==> config.mk <==
export PLATFORM = sky130hd
export DESIGN_NAME = line_position_centroid
export DESIGN_NICKNAME = d
export VERILOG_FILES = /design/src/hdl/lpc_pkg.sv /design/src/hdl/lpc_front.sv /design/src/hdl/lpc_queue.sv /design/src/hdl/lpc_back.sv /design/src/hdl/line_position_centroid.sv
export SDC_FILE = /design/constraint.sdc
export NUM_CORES = 2
export LEC_CHECK = 0
export BUFFER_PORTS_ARGS = -buffer_cell sky130_fd_sc_hd__buf_2
export CAP_MARGIN = 20
export CORE_ASPECT_RATIO = 1.25
export CORE_MARGIN = 2
export CORE_UTILIZATION = 45
export CTS_BUF_LIST = sky130_fd_sc_hd__clkbuf_8 sky130_fd_sc_hd__clkbuf_16
export DETAILED_ROUTE_END_ITERATION = 12
export GPL_TIMING_DRIVEN = 0
export PLACE_DENSITY_LB_ADDON = 0.15
export SYNTH_ARGS = -nofsm -noshare
export SYNTH_HDL_FRONTEND = slang
export SYNTH_HIERARCHICAL = 1
export SYNTH_SLANG_ARGS = --single-unit
==> constraint.sdc <==
create_clock -name clk -period 11.6 [get_ports clk]
set_clock_uncertainty 0.1 [all_clocks]
set_input_delay 1.16 -clock clk [delete_from_list [all_inputs] [get_ports clk]]
set_output_delay 1.16 -clock clk [all_outputs]
set_load 0.02 [all_outputs]
==> src/hdl/lpc_pkg.sv <==
`timescale 1ns / 1ps

package lpc_pkg;

	localparam int SAMPLE_BITS_DEF   = 12;
	localparam int FRACTION_BITS_DEF = 4;
	localparam int SENSOR_COUNT      = 8;
	localparam int PAIR_COUNT        = SENSOR_COUNT / 2;
	localparam int THRESH_BITS       = 12;
	localparam int POS_BITS          = 14;
	// centroid magnitude never exceeds the outer weight 350, below 2^9
	localparam int QUOT_INT_BITS     = 9;
	localparam int QUEUE_DEPTH       = 4;
	localparam int QUEUE_AW          = $clog2(QUEUE_DEPTH);

	localparam logic [THRESH_BITS-1:0] THRESH_RESET = 12'd2048;

	typedef struct packed {
		logic full;
		logic empty;
	} lpc_queue_stat_t;

	// weight of the symmetric sensor pair k, outermost pair first
	function automatic int pair_weight(input int k);
		int w;
		case (k)
			0: w = 350;
			1: w = 250;
			2: w = 150;
			default: w = 50;
		endcase
		return w;
	endfunction

endpackage

==> src/hdl/lpc_front.sv <==
`timescale 1ns / 1ps

module lpc_front import lpc_pkg::*; #(
	parameter int SAMPLE_BITS   = SAMPLE_BITS_DEF,
	parameter int ENTRY_BITS    = 1 + (SAMPLE_BITS + 3) + (SAMPLE_BITS + 11)
) (
	input  logic                   clk,
	input  logic                   arst_n,
	input  logic                   cfg_valid,
	input  logic [THRESH_BITS-1:0] line_threshold,
	input  logic                   in_valid,
	output logic                   in_ready,
	input  logic [SAMPLE_BITS-1:0] sensor [SENSOR_COUNT],
	input  lpc_queue_stat_t        qstat,
	output logic                   push,
	output logic [ENTRY_BITS-1:0]  push_data
);

	localparam int DW   = SAMPLE_BITS + 1;
	localparam int TW   = SAMPLE_BITS + 3;
	localparam int WSW  = SAMPLE_BITS + 11;
	localparam int CMPW = (SAMPLE_BITS > THRESH_BITS) ? SAMPLE_BITS : THRESH_BITS;

	logic [THRESH_BITS-1:0] thresh_q;

	logic [SAMPLE_BITS-1:0] qual_c [SENSOR_COUNT];
	logic [SENSOR_COUNT-1:0] hit_c;
	logic signed [DW-1:0] diff_c [PAIR_COUNT];
	logic [DW-1:0] pair_c [PAIR_COUNT];

	logic valid_s1, none_s1;
	logic signed [DW-1:0] diff_s1 [PAIR_COUNT];
	logic [DW-1:0] pair_s1 [PAIR_COUNT];

	logic signed [WSW-1:0] weighted_c;
	logic [TW-1:0] total_c;

	logic valid_s2, none_s2;
	logic signed [WSW-1:0] weighted_s2;
	logic [TW-1:0] total_s2;

	logic adv;

	always_ff @(posedge clk or negedge arst_n) begin
		if (!arst_n) begin
			thresh_q <= THRESH_RESET;
		end else if (cfg_valid) begin
			thresh_q <= line_threshold;
		end
	end

	always_comb begin
		for (int i = 0; i < SENSOR_COUNT; i++) begin
			hit_c[i]  = CMPW'(sensor[i]) > CMPW'(thresh_q);
			qual_c[i] = hit_c[i] ? sensor[i] : '0;
		end
		// fold the symmetric weights: w*(right - left) per pair
		for (int k = 0; k < PAIR_COUNT; k++) begin
			diff_c[k] = $signed({1'b0, qual_c[SENSOR_COUNT-1-k]}) - $signed({1'b0, qual_c[k]});
			pair_c[k] = {1'b0, qual_c[SENSOR_COUNT-1-k]} + {1'b0, qual_c[k]};
		end
	end

	always_comb begin
		weighted_c = '0;
		total_c    = '0;
		for (int k = 0; k < PAIR_COUNT; k++) begin
			weighted_c = weighted_c + WSW'(diff_s1[k]) * $signed(WSW'(pair_weight(k)));
			total_c    = total_c + TW'(pair_s1[k]);
		end
	end

	// hold both stages while the queue is full and stage two has a word
	assign adv      = !(valid_s2 && qstat.full);
	assign in_ready = adv;
	assign push     = valid_s2 && !qstat.full;
	assign push_data = {none_s2, total_s2, weighted_s2};

	always_ff @(posedge clk or negedge arst_n) begin
		if (!arst_n) begin
			valid_s1 <= 1'b0;
			valid_s2 <= 1'b0;
		end else if (adv) begin
			valid_s1 <= in_valid;
			valid_s2 <= valid_s1;
		end
	end

	always_ff @(posedge clk) begin
		if (adv) begin
			diff_s1     <= diff_c;
			pair_s1     <= pair_c;
			none_s1     <= ~|hit_c;
			weighted_s2 <= weighted_c;
			total_s2    <= total_c;
			none_s2     <= none_s1;
		end
	end

endmodule

==> src/hdl/lpc_queue.sv <==
`timescale 1ns / 1ps

module lpc_queue import lpc_pkg::*; #(
	parameter int WIDTH = 1
) (
	input  logic             clk,
	input  logic             arst_n,
	input  logic             push,
	input  logic [WIDTH-1:0] push_data,
	input  logic             pop,
	output logic [WIDTH-1:0] pop_data,
	output lpc_queue_stat_t  qstat
);

	logic [WIDTH-1:0]    mem_q [QUEUE_DEPTH];
	logic [QUEUE_AW-1:0] wr_ptr_q, rd_ptr_q;
	logic [QUEUE_AW:0]   count_q;

	assign qstat.full  = count_q == (QUEUE_AW + 1)'(QUEUE_DEPTH);
	assign qstat.empty = count_q == '0;
	assign pop_data    = mem_q[rd_ptr_q];

	always_ff @(posedge clk) begin
		if (push) begin
			mem_q[wr_ptr_q] <= push_data;
		end
	end

	always_ff @(posedge clk or negedge arst_n) begin
		if (!arst_n) begin
			wr_ptr_q <= '0;
			rd_ptr_q <= '0;
			count_q  <= '0;
		end else begin
			if (push) begin
				wr_ptr_q <= wr_ptr_q + 1'b1;
			end
			if (pop) begin
				rd_ptr_q <= rd_ptr_q + 1'b1;
			end
			case ({push, pop})
				2'b10: count_q <= count_q + 1'b1;
				2'b01: count_q <= count_q - 1'b1;
				default: count_q <= count_q;
			endcase
		end
	end

endmodule

==> src/hdl/lpc_back.sv <==
`timescale 1ns / 1ps

module lpc_back import lpc_pkg::*; #(
	parameter int SAMPLE_BITS   = SAMPLE_BITS_DEF,
	parameter int FRACTION_BITS = FRACTION_BITS_DEF,
	parameter int ENTRY_BITS    = 1 + (SAMPLE_BITS + 3) + (SAMPLE_BITS + 11)
) (
	input  logic                       clk,
	input  logic                       arst_n,
	input  logic [ENTRY_BITS-1:0]      pop_data,
	input  lpc_queue_stat_t            qstat,
	output logic                       pop,
	output logic                       out_valid,
	input  logic                       out_ready,
	output logic signed [POS_BITS-1:0] line_position,
	output logic                       no_line
);

	localparam int TW  = SAMPLE_BITS + 3;
	localparam int WSW = SAMPLE_BITS + 11;
	localparam int MW  = SAMPLE_BITS + 10;
	localparam int NW  = MW + FRACTION_BITS;
	localparam int Q   = QUOT_INT_BITS + FRACTION_BITS;
	localparam int RW  = TW;
	localparam int CW  = ((Q > POS_BITS) ? Q : POS_BITS) + 1;

	logic signed [WSW-1:0] weighted_in, abs_in;
	logic [TW-1:0] total_in;
	logic none_in;
	logic [MW-1:0] mag_in;
	logic [NW-1:0] num_in;

	// divider stages; stage 0 takes the queue head, stage Q holds the quotient
	logic          vld_q  [Q+1];
	logic [RW-1:0] rem_q  [Q+1];
	logic [Q-1:0]  sh_q   [Q+1];
	logic [RW-1:0] div_q  [Q+1];
	logic          neg_q  [Q+1];
	logic          none_q [Q+1];

	logic out_valid_q, no_line_q;
	logic signed [POS_BITS-1:0] pos_q;
	logic [POS_BITS-1:0] pos_c;
	logic [CW-1:0] qx;
	logic adv;

	assign weighted_in = pop_data[WSW-1:0];
	assign total_in    = pop_data[WSW +: TW];
	assign none_in     = pop_data[ENTRY_BITS-1];
	assign abs_in      = weighted_in[WSW-1] ? -weighted_in : weighted_in;
	assign mag_in      = abs_in[MW-1:0];
	assign num_in      = NW'(mag_in) << FRACTION_BITS;

	// whole divider advances as one; stalls only behind a held result
	assign adv = !out_valid_q || out_ready;
	assign pop = adv && !qstat.empty;

	always_ff @(posedge clk or negedge arst_n) begin
		if (!arst_n) begin
			for (int i = 0; i <= Q; i++) begin
				vld_q[i] <= 1'b0;
			end
		end else if (adv) begin
			vld_q[0] <= !qstat.empty;
			for (int i = 1; i <= Q; i++) begin
				vld_q[i] <= vld_q[i-1];
			end
		end
	end

	always_ff @(posedge clk) begin
		if (adv) begin
			// quotient fits Q bits, so the top of the dividend is below the divisor
			rem_q[0]  <= RW'(num_in[NW-1:Q]);
			sh_q[0]   <= num_in[Q-1:0];
			div_q[0]  <= total_in;
			neg_q[0]  <= weighted_in[WSW-1];
			none_q[0] <= none_in;
		end
	end

	for (genvar i = 1; i <= Q; i++) begin : g_div
		logic [RW:0] trial, diff;
		logic ge;

		assign trial = {rem_q[i-1], sh_q[i-1][Q-1]};
		assign diff  = trial - {1'b0, div_q[i-1]};
		assign ge    = trial >= {1'b0, div_q[i-1]};

		always_ff @(posedge clk) begin
			if (adv) begin
				rem_q[i]  <= ge ? diff[RW-1:0] : trial[RW-1:0];
				// shift out one dividend bit, shift in one quotient bit
				sh_q[i]   <= {sh_q[i-1][Q-2:0], ge};
				div_q[i]  <= div_q[i-1];
				neg_q[i]  <= neg_q[i-1];
				none_q[i] <= none_q[i-1];
			end
		end
	end

	always_comb begin
		qx = CW'(sh_q[Q]);
		if (none_q[Q]) begin
			pos_c = '0;
		end else if (neg_q[Q]) begin
			if (qx > CW'(2 ** (POS_BITS - 1))) begin
				pos_c = {1'b1, {(POS_BITS - 1){1'b0}}};
			end else begin
				pos_c = POS_BITS'(-qx);
			end
		end else if (qx > CW'(2 ** (POS_BITS - 1) - 1)) begin
			pos_c = {1'b0, {(POS_BITS - 1){1'b1}}};
		end else begin
			pos_c = qx[POS_BITS-1:0];
		end
	end

	always_ff @(posedge clk or negedge arst_n) begin
		if (!arst_n) begin
			out_valid_q <= 1'b0;
		end else if (adv) begin
			out_valid_q <= vld_q[Q];
		end
	end

	always_ff @(posedge clk) begin
		if (adv) begin
			pos_q     <= $signed(pos_c);
			no_line_q <= none_q[Q];
		end
	end

	assign out_valid     = out_valid_q;
	assign line_position = pos_q;
	assign no_line       = no_line_q;

endmodule

==> src/hdl/line_position_centroid.sv <==
`timescale 1ns / 1ps
// Line position from eight reflectance samples by weighted centroid.
// Input channel (in_valid/in_ready) moves one word: sensor_0..sensor_7,
// left to right, weighted -350..+350. A sample strictly above the
// threshold register counts as on the line.
// Output channel (out_valid/out_ready) moves line_position, signed with
// FRACTION_BITS fraction bits, truncated toward zero, and no_line; with no
// qualifying sample the position is zero and no_line is set.
// Config channel (cfg_valid/cfg_ready) writes line_threshold; always ready.
// Throughput: one word per cycle while the output is not stalled. From
// input accept to output valid a word passes two front stages, the
// queue, and a divider retiring one quotient bit per stage.
// Reset clears all valid state and loads the threshold with 2048.
// A stalled receiver holds the output word and freezes the divider; the
// front keeps accepting until the four-entry queue between them is full.
module line_position_centroid import lpc_pkg::*; #(
	parameter int SAMPLE_BITS   = SAMPLE_BITS_DEF,
	parameter int FRACTION_BITS = FRACTION_BITS_DEF
) (
	input  logic                       clk,
	input  logic                       arst_n,
	input  logic                       cfg_valid,
	output logic                       cfg_ready,
	input  logic [THRESH_BITS-1:0]     line_threshold,
	input  logic                       in_valid,
	output logic                       in_ready,
	input  logic [SAMPLE_BITS-1:0]     sensor_0,
	input  logic [SAMPLE_BITS-1:0]     sensor_1,
	input  logic [SAMPLE_BITS-1:0]     sensor_2,
	input  logic [SAMPLE_BITS-1:0]     sensor_3,
	input  logic [SAMPLE_BITS-1:0]     sensor_4,
	input  logic [SAMPLE_BITS-1:0]     sensor_5,
	input  logic [SAMPLE_BITS-1:0]     sensor_6,
	input  logic [SAMPLE_BITS-1:0]     sensor_7,
	output logic                       out_valid,
	input  logic                       out_ready,
	output logic signed [POS_BITS-1:0] line_position,
	output logic                       no_line
);

	localparam int ENTRY_BITS = 1 + (SAMPLE_BITS + 3) + (SAMPLE_BITS + 11);

	logic [SAMPLE_BITS-1:0] sensor [SENSOR_COUNT];
	lpc_queue_stat_t qstat;
	logic push, pop;
	logic [ENTRY_BITS-1:0] push_data, pop_data;

	assign cfg_ready = 1'b1;
	assign sensor[0] = sensor_0;
	assign sensor[1] = sensor_1;
	assign sensor[2] = sensor_2;
	assign sensor[3] = sensor_3;
	assign sensor[4] = sensor_4;
	assign sensor[5] = sensor_5;
	assign sensor[6] = sensor_6;
	assign sensor[7] = sensor_7;

	lpc_front #(
		.SAMPLE_BITS (SAMPLE_BITS),
		.ENTRY_BITS  (ENTRY_BITS)
	) u_front (
		.clk            (clk),
		.arst_n         (arst_n),
		.cfg_valid      (cfg_valid),
		.line_threshold (line_threshold),
		.in_valid       (in_valid),
		.in_ready       (in_ready),
		.sensor         (sensor),
		.qstat          (qstat),
		.push           (push),
		.push_data      (push_data)
	);

	lpc_queue #(
		.WIDTH (ENTRY_BITS)
	) u_queue (
		.clk       (clk),
		.arst_n    (arst_n),
		.push      (push),
		.push_data (push_data),
		.pop       (pop),
		.pop_data  (pop_data),
		.qstat     (qstat)
	);

	lpc_back #(
		.SAMPLE_BITS   (SAMPLE_BITS),
		.FRACTION_BITS (FRACTION_BITS),
		.ENTRY_BITS    (ENTRY_BITS)
	) u_back (
		.clk           (clk),
		.arst_n        (arst_n),
		.pop_data      (pop_data),
		.qstat         (qstat),
		.pop           (pop),
		.out_valid     (out_valid),
		.out_ready     (out_ready),
		.line_position (line_position),
		.no_line       (no_line)
	);

endmodule

==> Word-level counts from Yosys, hierarchy flattened <==
Memories as Yosys holds them, arrays and structs flattened.
Index checks and enable logic that the tools add are counted.
{ "op_classes": {"n_addsub": 33, "n_mul": 4, "div_mod_pow": 0, "order_cmp": 21, "n_eq_ne": 3, "shift": 0, "n_mux": 28, "bitwise_logic": 1, "n_reduce_logical": 13} }
{ "ops": {"columns": ["cell", "n"], "rows": [
  ["16-bit by 15-bit greater-or-equal comparator with 1-bit output", 13],
  ["15-bit 2-to-1 mux", 13],
  ["15-bit subtractor", 13],
  ["12-bit > comparator", 8],
  ["12-bit 2-to-1 mux", 8],
  ["23-bit adder", 3],
  ["12-bit by 12-bit adder with 13-bit output", 4],
  ["12-bit by 12-bit subtractor with 13-bit output", 4],
  ["13-bit by 8-bit multiplier with 21-bit output, second input constant", 2],
  ["15-bit by 13-bit adder with 15-bit output", 2],
  ["13-bit by 9-bit multiplier with 22-bit output, second input constant", 1],
  ["22-bit 2-to-1 mux", 1],
  ["22-bit negation", 1],
  ["13-bit by 6-bit multiplier with 19-bit output, second input constant", 1],
  ["13-bit by 13-bit adder with 14-bit output", 1],
  ["13-bit negation with 14-bit output", 1],
  ["13-bit 2-to-1 mux", 1],
  ["8-bit OR reduction", 1],
  ["3-bit one-hot mux with 2 select lines", 1],
  ["1-bit logical NOT", 5],
  ["2-bit by 1-bit adder with 2-bit output, second input constant", 2],
  ["1-bit 2-to-1 mux", 4],
  ["3-bit by 1-bit adder with 3-bit output, second input constant", 1],
  ["3-bit equality test, second input constant", 1],
  ["9 further kinds", 11]
]} }
{ "totals": {"ff_bits": 195, "latchBits": 0, "ramBits": 786, "mem_bits_ro": 0, "in_bits": 113, "output_inout_bits": 18, "elab_cells": 145, "n_memories": 6} }
{ "memory_table": {"columns": ["name", "depth", "word_bits", "rd", "rd_ports_with_merged_regs", "write_ports", "line", "rtl"], "rows": [
  ["u_back.div_q", 14, 15, 13, 0, 14, "lpc_back.sv:37", "logic [RW-1:0] div_q [Q+1];"],
  ["u_back.rem_q", 14, 15, 13, 0, 14, "lpc_back.sv:35", "logic [RW-1:0] rem_q [Q+1];"],
  ["u_back.sh_q", 14, 13, 14, 0, 14, "lpc_back.sv:36", "logic [Q-1:0] sh_q [Q+1];"],
  ["u_queue.mem_q", 4, 39, 1, 0, 1, "lpc_queue.sv:15", "logic [WIDTH-1:0] mem_q [QUEUE_DEPTH];"],
  ["u_back.neg_q", 14, 1, 14, 0, 14, "lpc_back.sv:38", "logic neg_q [Q+1];"],
  ["u_back.none_q", 14, 1, 14, 0, 14, "lpc_back.sv:39", "logic none_q [Q+1];"]
]} }

==> Logic depth before layout (Yosys ltp) <==
{ "depth": {"depth_word": 5, "depth_mapped": 31, "mapped_depth_nobuf": 31} }

==> Cells and area by module <==
Netlist, hierarchy kept.
{ "by_module_without_submodules": {"columns": ["module", "instances", "cells_each", "area_per_inst_um2"], "rows": [
  ["lpc_back", 1, 2498, 30272.8],
  ["lpc_front", 1, 2312, 22024.9],
  ["lpc_queue", 1, 241, 6072.1],
  ["line_position_centroid", 1, 2, 11.3]
]} }

==> Worst setup path before layout <==
Ideal clock, no wire load.
{ "synth_path": {"path_type": "input to register", "startpoint": "in out_ready", "endpoint": "mem u_back/div_q[0][0] (netlist bit), enable pin", "setup_ns": 0.910, "arrival_time_ns": 12.508, "path_slack_ns": -1.918, "stages": 4, "n_path_buf": 2, "cell_sequence": "nor2b_1 > clkbuf_1 > buf_1 > inv_1"} }
{ "synth_rtl": {"columns": ["element", "line", "rtl"], "rows": [
  ["start, declared", "line_position_centroid.sv:36", "input logic out_ready,"],
  ["end, declared", "lpc_back.sv:37", null]
]} }

==> Worst setup path after layout <==
{ "layout_path": {"startpoint": "reg u_front/diff_s1[41] (netlist bit)", "endpoint": "reg u_front.weighted_s2[22] (data pin)"} }
{ "layout_between": {"elab_chain_len": 4} }
{ "layout_rtl": {"columns": ["element", "line", "rtl"], "rows": [
  ["start, declared", "lpc_front.sv:32", "logic signed [DW-1:0] diff_s1 [PAIR_COUNT];"],
  ["start signal, assigned", "lpc_front.sv:91", "diff_s1 <= diff_c;"],
  ["13-bit by 9-bit multiplier with 22-bit output", "lpc_front.sv:68", "weighted_c = weighted_c + WSW'(diff_s1[k]) * $signed(WSW'(pair_weight(k)));"],
  ["23-bit adder (3 in a row)", "lpc_front.sv:68", null],
  ["net u_front.weighted_c[22]", "lpc_front.sv:35", "logic signed [WSW-1:0] weighted_c;"],
  ["end signal, assigned", "lpc_front.sv:94", "weighted_s2 <= weighted_c;"],
  ["end, declared", "lpc_front.sv:39", "logic signed [WSW-1:0] weighted_s2;"]
]} }
The timed path passes the listed nets, and every way through them passes these cells.
A chain may end at the register's enable or synchronous reset.

==> summary.md <==
| Metric | Value |
|---|---|
| Outcome | `completed` |
| DRC | `0` |
| Area share of the largest cell type after synthesis | `between 40 and 50%` |
| Synth top area cells | `edfxtp_1 (44%), ha_1 (13%), fa_1 (7.3%), inv_1 (4.8%), xnor2_1 (2.8%)` |
| Mux contribution to synthesized area | `3.663%` |
| Post-CTS sizing | `0` |
| Vias in the first global route | `between 30000 and 40000` |
| CTS root buf | `clkbuf_16` |
| Routed Antenna Nets | `0` |
| Worst path slowest cell | `fa_1` |
| CTS tree | `built` |
| Clock sinks | `~900` |
| RSZ-0062 raised after global routing | `false` |
| Total track usage | `about a fifth` |
| Worst-path clk slew | `0.06 ns` |
| Clk buf depth | `3` |
| PortBufs | `between 100 and 150` |
| Post-Route Utilization | `50.48%` |
| FP Rows | `147` |
| Syn Inst Count | `5053` |
| Final period utilization | `between 60% and 70%` |
| Pre-CTS setup slack | `roughly 3.8 ns` |
| EDFF count, synth | `roughly 860` |
| Slew headroom | `between 10% and 20%` |
| First-pass GRT wire length | `208.5 mm` |
| Final hold viol count | `0` |
| Gp weighted congestion | `approximately 0.91` |
| Overflow after GRT | `0` |
| Most frequent cell after synthesis | `edfxtp_1` |
| Sequential area share after synthesis | `45.88%` |
| Fin crit period | `between 7 and 8 ns` |
| Ys flop type | `edfxtp_1` |
| Die span in x | `between 300 and 400 um` |
| Final nets | `approximately 6300` |
| Critical path launch point type | `register` |
| CP Class | `register to register` |
| Mapped cell area | `roughly 58000 um^2` |
| Yosys reg bits | `between 800 and 900` |
| Ports | `131` |
| Drt pass-1 iters | `5` |
| Syn Nets | `about 6000` |
| Total vias in the final route | `approximately 37000` |
| Compound-cell area share of the yosys netlist | `between 10 and 15%` |
| Simple-gate share of the synthesized area | `8.474%` |
| Crit path largest cell delay | `0.58 ns` |
| Height of the die | `between 400 and 500 um` |
| Area growth from synthesis to layout | `11.17%` |
| Initial DRC count | `just under 2000` |
| Die Footprint | `132700 um^2` |
| Vias per cell | `approximately 5.2` |
| Combinational family with the most area after synthesis | `adder cells` |
| Cell taking the most area after synthesis | `edfxtp_1` |
| Maxcap violations | `0` |
| Largest net degree at the start of global routing | `70` |
| Total Wirelength | `around 130 mm` |
| Final HPWL DP | `about 110 mm` |
| Asr flop ratio synth | `under 10%` |
| Setup violators final | `0` |
| Post-cts hold buffer count | `0` |
| Design area | `about 65000 um^2` |
| Crit path arrival time | `8.21 ns` |
| Fin Setup TNS | `0 ns` |
| Worst-path fanout max | `5` |
| Slew @ Worst Pin | `between 1 and 1.5 ns` |
| Slew Viols, Final | `0` |
| Critical Path RT | `11.94 ns` |
| Ys Warns | `6` |
| Fmax | `~130 MHz` |
| Initial Util | `a little under half` |
| Crit path capture type | `register` |
| Placed inst area | `61590 um^2` |
| Synth Area in Adders | `about a fifth` |
| Num CTS Buffers | `slightly below 100` |
| Worst Slack Setup Final | `approximately 3.7 ns` |
| Clock latency on the worst-skew pair | `between 0.7 and 0.8 ns` |
| Drt wl/cell | `~19 um` |
| Post-CTS Setup Bufs | `0` |
| Layout cell share with drive strength beyond 1 | `approximately a tenth` |
| Initial antenna violation count | `6` |
| CORE AREA | `approximately 130000 um^2` |
| Post-Syn Area per Cell | `11.55 um^2` |
| Hold crit path type | `register to register` |
| Yosys cell types | `between 90 and 100` |
| H-tree depth | `3` |
| Commonest cells post-synth | `edfxtp_1 (862), inv_1 (748), ha_1 (624)` |
| Xor and xnor area share after synthesis | `under 10%` |
[routing by layer]
metal  routed length (um)  share of wire [%]  vias to the layer above  GRT usage [%]
li1                     -                  -                    18410              -
met1                51460                 39                    17940          22.14
met2                71040                 53                      578          38.65
met3                 3726                2.8                      205          2.257
met4                 6685                5.0                        0          9.993
met5                    0                  0                        -              0
[per-stage QoR]
stage | std cells | hold slack (ns)
final | 7102 | 0.2856
after detailed placement | 6916 | 0.3045
after global routing | 7101 | 0.2891
after global placement | 6895 | 0.3011
after floorplan | 5053 | 0.3003
after CTS | 7094 | 0.2768
[kinds of logic (layout without fill, tap and decap cells)]
family                     Yosys count  count (layout)
and+or+nand+nor                   1022            1022
AOI/OAI and AO/OA                 1011            1011
xor gates and xnor gates           298             298
muxes                              152             152
other                                2              10
DFF                                898             898
buffers and inverters              832            1160
adders and majority gates          838             838
[cell type report]
cell class                 count  area (um^2)
antenna                        8        20.02
clock buffer                 102         2519
timing repair buffer         150         1046
clock inverter                76        770.7
buffer                        82        402.9
sequential                   898        26790
fill                       11410        63660
multi-input combinational   3323        28390
inverter                     750         2819
tap                         1713         2143
[sequential cells by signal, indices dropped and copies added, names as in the netlist]
signal / count
u_back/div_q: 195
u_back/rem_q: 193
u_queue/mem_q: 156
u_back/sh_q: 136
u_front/diff_s1: 51
u_front/pair_s1: 49
u_front/weighted_s2: 22
u_front/total_s2: 15
u_back/line_position: 14
u_back/neg_q: 14
u_back/none_q: 14
u_back/vld_q: 14
u_front/thresh_q: 12
u_queue/count_q: 3
u_queue/rd_ptr_q: 2
u_queue/wr_ptr_q: 2
u_back/no_line: 1
u_back/out_valid: 1
u_front/none_s1: 1
u_front/none_s2: 1
u_front/valid_s1: 1
u_front/valid_s2: 1
[cells in the final DEF, fill, tap and decap left out, drive strengths merged, types with 43 or more instances in the layout]
master / count
xor2: 107
a21oi: 252
clkbuf: 161
edfxtp: 862
a21o: 89
mux2: 100
xnor2: 190
inv: 764
nor3: 75
buf: 173
nor2b: 72
nand4: 43
nand2b: 53
and2: 71
o21ai: 259
ha: 624
fa: 214
nand3: 43
nand2: 300
nor2: 243
o21a: 66
[worst max-delay path: cells and delay by family, from the launching register on]
family / cells / cell delay, ns
flops: 1 / 0.53
buf+inv: 5 / 0.38
compound gates: 8 / 2.04
fa+ha+maj: 9 / 3.78
simple gates: 4 / 0.45
xor+xnor: 3 / 0.32
[final timing paths]
kind | endpoint | slack (ns) | depth (start not counted) | start
max in group asynchronous | u_front/thresh_q[4]$_DFFE_PN0P_ | 10.37 | 1 | arst_n
worst max register to register | u_front/weighted_s2[22]$_DFFE_PN_ | 3.73 | 29 | u_front/diff_s1[41]$_DFFE_PN_
worst max-delay path | u_front/weighted_s2[22]$_DFFE_PN_ | 3.73 | 29 | u_front/diff_s1[41]$_DFFE_PN_
worst min register to register | u_back/none_q[3]$_DFFE_PN_ | 0.29 | 0 | u_back/none_q[2]$_DFFE_PN_
worst min-delay path | u_back/none_q[3]$_DFFE_PN_ | 0.29 | 0 | u_back/none_q[2]$_DFFE_PN_
min in group asynchronous | u_back/vld_q[5]$_DFFE_PN0N_ | 0.47 | 1 | arst_n
Power is left out: the tool's default activity adds up to more than one toggle a clock period on the data nets, which glitch-free logic cannot reach.
